===== src/hw/rtl/bfst_pkg.sv =====
// Shared types and constants for the broadcast flood suppress table.
package bfst_pkg;

  localparam int unsigned KEY_W   = 48;
  localparam int unsigned SEC_W   = 32;
  localparam int unsigned USEC_W  = 20;
  localparam int unsigned TOS_W   = 16;
  localparam int unsigned CNT_W   = 11;  // holds counts up to 2047
  localparam int unsigned RCNT_W  = 7;

  localparam logic FUNC_CHECK = 1'b0;
  localparam logic FUNC_PURGE = 1'b1;

  localparam logic REG_TO_SEC  = 1'b0;
  localparam logic REG_TO_USEC = 1'b1;

  typedef struct packed {
    logic        func;
    logic [31:0] source_address;
    logic [15:0] destination_port;
    logic [SEC_W-1:0]  now_seconds;
    logic [USEC_W-1:0] now_microseconds;
  } in_req_t;

  typedef struct packed {
    logic              verdict;
    logic              table_full;
    logic [RCNT_W-1:0] removed_count;
  } out_rsp_t;

  // Sweep token handed from cell to cell.
  typedef struct packed {
    logic             act;
    logic             hit;
    logic             drop;
    logic             free_seen;
    logic [CNT_W-1:0] count;
  } carry_t;

  typedef enum logic {
    ST_IDLE,
    ST_SWEEP
  } state_e;

endpackage


===== src/hw/rtl/bfst_cell.sv =====
// One table entry: key, timestamp and valid bit, with local match and expiry test.
module bfst_cell (
  input  logic                   clk_i,
  input  logic                   rst_ni,
  input  bfst_pkg::in_req_t      req_i,
  input  logic [bfst_pkg::TOS_W-1:0]  to_sec_i,
  input  logic [bfst_pkg::USEC_W-1:0] to_usec_i,
  input  logic                   commit_i,
  input  bfst_pkg::carry_t       carry_i,
  output bfst_pkg::carry_t       carry_o
);

  logic                          valid_q, valid_d;
  logic                          cand_q, cand_d;
  logic [bfst_pkg::KEY_W-1:0]    key_q;
  logic [bfst_pkg::SEC_W-1:0]    sec_q;
  logic [bfst_pkg::USEC_W-1:0]   usec_q;
  logic                          wr_time;
  logic                          match, expd;
  logic [bfst_pkg::SEC_W:0]      lim_s;
  logic [bfst_pkg::USEC_W:0]     lim_us;
  logic [bfst_pkg::KEY_W-1:0]    req_key;
  bfst_pkg::carry_t              carry_d, carry_q;

  assign req_key = {req_i.destination_port, req_i.source_address};
  assign lim_s   = {1'b0, sec_q} + {{(bfst_pkg::SEC_W+1-bfst_pkg::TOS_W){1'b0}}, to_sec_i};
  assign lim_us  = {1'b0, usec_q} + {1'b0, to_usec_i};
  assign match   = valid_q && (key_q == req_key);
  assign expd    = (lim_s < {1'b0, req_i.now_seconds}) ||
                   ((lim_s == {1'b0, req_i.now_seconds}) &&
                    (lim_us < {1'b0, req_i.now_microseconds}));

  always_comb begin
    carry_d = carry_i;
    valid_d = valid_q;
    cand_d  = cand_q;
    wr_time = 1'b0;
    if (carry_i.act) begin
      cand_d = 1'b0;
      if (req_i.func == bfst_pkg::FUNC_PURGE) begin
        if (valid_q && expd) begin
          valid_d       = 1'b0;
          carry_d.count = carry_i.count + 1'b1;
        end
      end else begin
        if (match && !carry_i.hit) begin
          carry_d.hit = 1'b1;
          if (expd) begin
            wr_time = 1'b1;
          end else begin
            carry_d.drop = 1'b1;
          end
        end
        if (!valid_q && !carry_i.free_seen) begin
          cand_d            = 1'b1;
          carry_d.free_seen = 1'b1;
        end
      end
    end
    if (commit_i && cand_q) begin
      valid_d = 1'b1;
      cand_d  = 1'b0;
      wr_time = 1'b1;
    end
  end

  always_ff @(posedge clk_i or negedge rst_ni) begin
    if (!rst_ni) begin
      valid_q <= 1'b0;
      cand_q  <= 1'b0;
      carry_q <= '0;
    end else begin
      valid_q <= valid_d;
      cand_q  <= cand_d;
      carry_q <= carry_d;
    end
  end

  always_ff @(posedge clk_i) begin
    if (wr_time) begin
      sec_q  <= req_i.now_seconds;
      usec_q <= req_i.now_microseconds;
    end
    if (commit_i && cand_q) begin
      key_q <= req_key;
    end
  end

  assign carry_o = carry_q;

endmodule


===== config.mk =====
export PLATFORM = sky130hd
export DESIGN_NAME = bfst_cell
export DESIGN_NICKNAME = d
export VERILOG_FILES = /design/src/hw/rtl/bfst_pkg.sv /design/src/hw/rtl/bfst_cell.sv
export SDC_FILE = /design/constraint.sdc
export NUM_CORES = 1
export LEC_CHECK = 0
export ABC_AREA = 0
export BUFFER_PORTS_ARGS = -buffer_cell sky130_fd_sc_hd__clkbuf_2
export CAP_MARGIN = 40
export CORE_MARGIN = 4
export CORE_UTILIZATION = 35
export CTS_CLUSTER_DIAMETER = 30
export DETAILED_ROUTE_END_ITERATION = 12
export PLACE_DENSITY_LB_ADDON = 0.1
export SETUP_SLACK_MARGIN = 0.05
export SYNTH_ARGS = -nofsm -noshare
export SYNTH_HDL_FRONTEND = slang
export SYNTH_SLANG_ARGS = --single-unit

===== constraint.sdc =====
create_clock -name clk_i -period 7.55 [get_ports clk_i]
set_clock_uncertainty 0.15 [all_clocks]
set_input_delay 1.51 -clock clk_i [delete_from_list [all_inputs] [get_ports clk_i]]
set_output_delay 1.51 -clock clk_i [all_outputs]
set_load 0.005 [all_outputs]

==> reports/summary.txt <==
Outcome -> finished clean
Vias in the first global route -> 6034
Worst setup margin -> 983 ps
Synth Net Count -> 925
Syn Area/Cell -> 11.1 sq um
PortBufs -> 169
Die width -> 155 microns
First-pass GRT wire length -> 29300 microns
# rows -> 53
#FFs+latches synth -> 117
Die ar. -> 24000 sq um
DP HPWL -> 14600 microns
Critical Path AT -> 6500 ps
Starting density of the core -> 35.7%
Total wire length -> 18300 microns
Initial DRC count -> 228
Final ANT Viol Nets -> 0
Antenna violations before repair -> 1
DP Worst Slack -> 557 ps
Slew Limit Fails -> 0
Cell variety after synth -> 69
Gr usage total -> 15.3%
Number of buffers created by CTS -> 17
Post_cts resized -> 0
Clock H-tree levels -> 4
Seq/Total Area, Yosys -> 45.4%
Final min period -> 6570 ps
Setup TNS -> 0 ps
Worst slew pin tran -> 732 ps
Largest net degree at the start of global routing -> 53
First-pass iteration count of the detailed router -> 4
TritonCTS clock tree -> done
Area grow syn2layout -> 23.7%
Most frequent cells in the layout -> clkbuf_2, edfxtp_1, ha_1, inv_1, xnor2_1
Power density cells -> 212 nW/um^2
Placed cell area -> 8760 sq um
Latest clock arrival within the worst-skew pair -> 420 ps
Critical path, cell by cell -> clkbuf_2 > ha_1 > inv_1 > o31ai_1 > a41o_1 > o41ai_1 > o311a_1 > a21oi_1 > nand3_1 > xnor2_1 > ha_1 > nand4_1 > nor4_1 > and3_1 > o2111a_1 > a21oi_2 > or2_1 > o21ai_4 > buf_12
DRC errors left -> 0
Total of max-cap violations -> 0
Hold Crit Class -> register to register
Total congestion overflow -> 0
Hold buffer count at cts -> 0
Endpoints failing hold -> 0
Dpl cells -> 1122
Critical path's slowest cell -> a21oi_1
Critical Path Source Type -> primary input
Post-synth top area share -> 39.7%
Static Leak -> 4.14 nW
Vias per cell -> 4.99
CP Max Fanout -> 52
Routed via count -> 5764
Unrepaired setup endpoints after global routing -> no
Root Buffer -> clkbuf_16
DR WL/cell -> 15.9 microns
Critical Path RT -> 7480 ps
Placer Congestion -> 0.844
Core Box Area -> 21200 sq um
Final worst-path cycle share -> 87.0%
Slew HR -> 51.2%
Non-Filler Instances -> 1154
Setup bufs post-CTS -> 0
Primary FF master, synth -> edfxtp_1
Ant diodes -> 0
Setup Crit Path Kind -> primary input to register
Worst path bufs/invs -> 3
Share of post-route cells with drive strength above 1 -> 25.1%
Most common cell after layout, fill and taps aside -> clkbuf_2
I/O pins -> 170
Crit-path max cell delay -> 580 ps
Max Clk Rate -> 152 MHz
Crit path capture type -> register
Top cell by count, worst path -> ha_1
Ys async rst share -> 14.5%
Clock Pin Slew Worst Setup and Hold Paths -> 60 ps
Synth top area cells -> edfxtp_1, ha_1, xnor2_1
DIE HEIGHT -> 155 microns
Delay-heaviest family, CP -> compound AO/OA/AOI/OAI gates
Largest area contributor in the netlist -> edfxtp_1
Post-Synthesis Cells -> 680
Final instance area -> 9350 sq um
EDFF count, synth -> 100
TritonCTS Sinks -> 117
Clock Tree Buf Depth -> 2
Post-synthesis cell area -> 7550 sq um
Nets -> 1111
Max rail drop VDD -> 130 uV
Synth warn -> 0
Setup Viol. Count Final -> 0
==> area by class of cell <==
cell class / instances / area [sq um]
multi-input cells: 481 / 3820
clock buffers: 17 / 425
well taps: 275 / 344
inverters: 77 / 289
fillers: 2035 / 11800
flip-flops and latches: 117 / 3430
repair buffers: 172 / 881
clock inverters: 15 / 159
==> worst paths after layout <==
path / from / cells past startpoint / slack [ps] / to
max: to_sec_i[4] / 19 / 980 / sec_q[10]
min: cand_q / 2 / 410 / cand_q
max reg2reg: sec_q[3] / 18 / 1800 / sec_q[10]
min reg2reg: cand_q / 2 / 410 / cand_q
max in group asynchronous: rst_ni / 1 / 6040 / cand_q
min in group asynchronous: rst_ni / 1 / 880 / carry_o[3]
==> cell families (layout without fill, tap and decap cells) <==
logic type	Yosys count	count (layout)	synth area share, %
DFF	117	117	45.4
xor gates and xnor gates	91	91	10.5
adders and majority gates	90	90	15.1
muxes	2	2	0.282
buffers and inverters	82	281	4.21
and+or+nand+nor	157	157	11.5
AOI/OAI and AO/OA	141	141	12.9
==> worst min-delay path: cells and delay by family, from the launching register on <==
family / cells / cell delay (ps)
AND/OR/NAND/NOR: 1 / 100
flip-flops: 1 / 350
multiplexers: 1 / 70
==> power breakdown <==
group	total [mW]	switching, mW	internal (mW)
Sequential	0.771	0.0189	0.753
Combinational	0.405	0.225	0.181
Clock	0.805	0.336	0.469
==> state kept, by name, summed over array words and instances (netlist names) <==
register / flops
carry_o: 15
sec_q: 32
usec_q: 20
cand_q: 1
key_q: 48
valid_q: 1
==> synthesized netlist by cell type, drive strengths merged (6+ instances only) <==
master  instances
ha             88
edfxtp        100
nand4          20
inv            77
and3           11
nand3          20
nor3            8
o21ai          21
xnor2          57
a211oi          6
nand2b          7
xor2           34
nor2           23
a21o           15
nand2          35
a21oi          46
nor4           14
dfrtp          17
==> per-layer routing <==
metal | track usage, % | up-vias | part of all wire [%]
met3 | 4.03 | 16 | 5.3
met4 | 4.29 | 2 | 1.0
met2 | 25.3 | 160 | 47
li1 | - | 2899 | -
met5 | 0 | - | 0.071
met1 | 19.8 | 2687 | 46
==> per-stage QoR <==
| step | util (%) | power (mW) | hold slack (ps) |
|---|---|---|---|
| finish | 44.2 | 1.98 | 413 |
| detailed placement | 41.4 | 1.19 | 398 |
| global placement | 41.4 | 1.18 | 362 |
| global route | 44.2 | 2.10 | 450 |
| CTS | 44.2 | 2.01 | 414 |
| floorplan | - | 1.05 | 336 |
(Power assumes the default switching activity.)
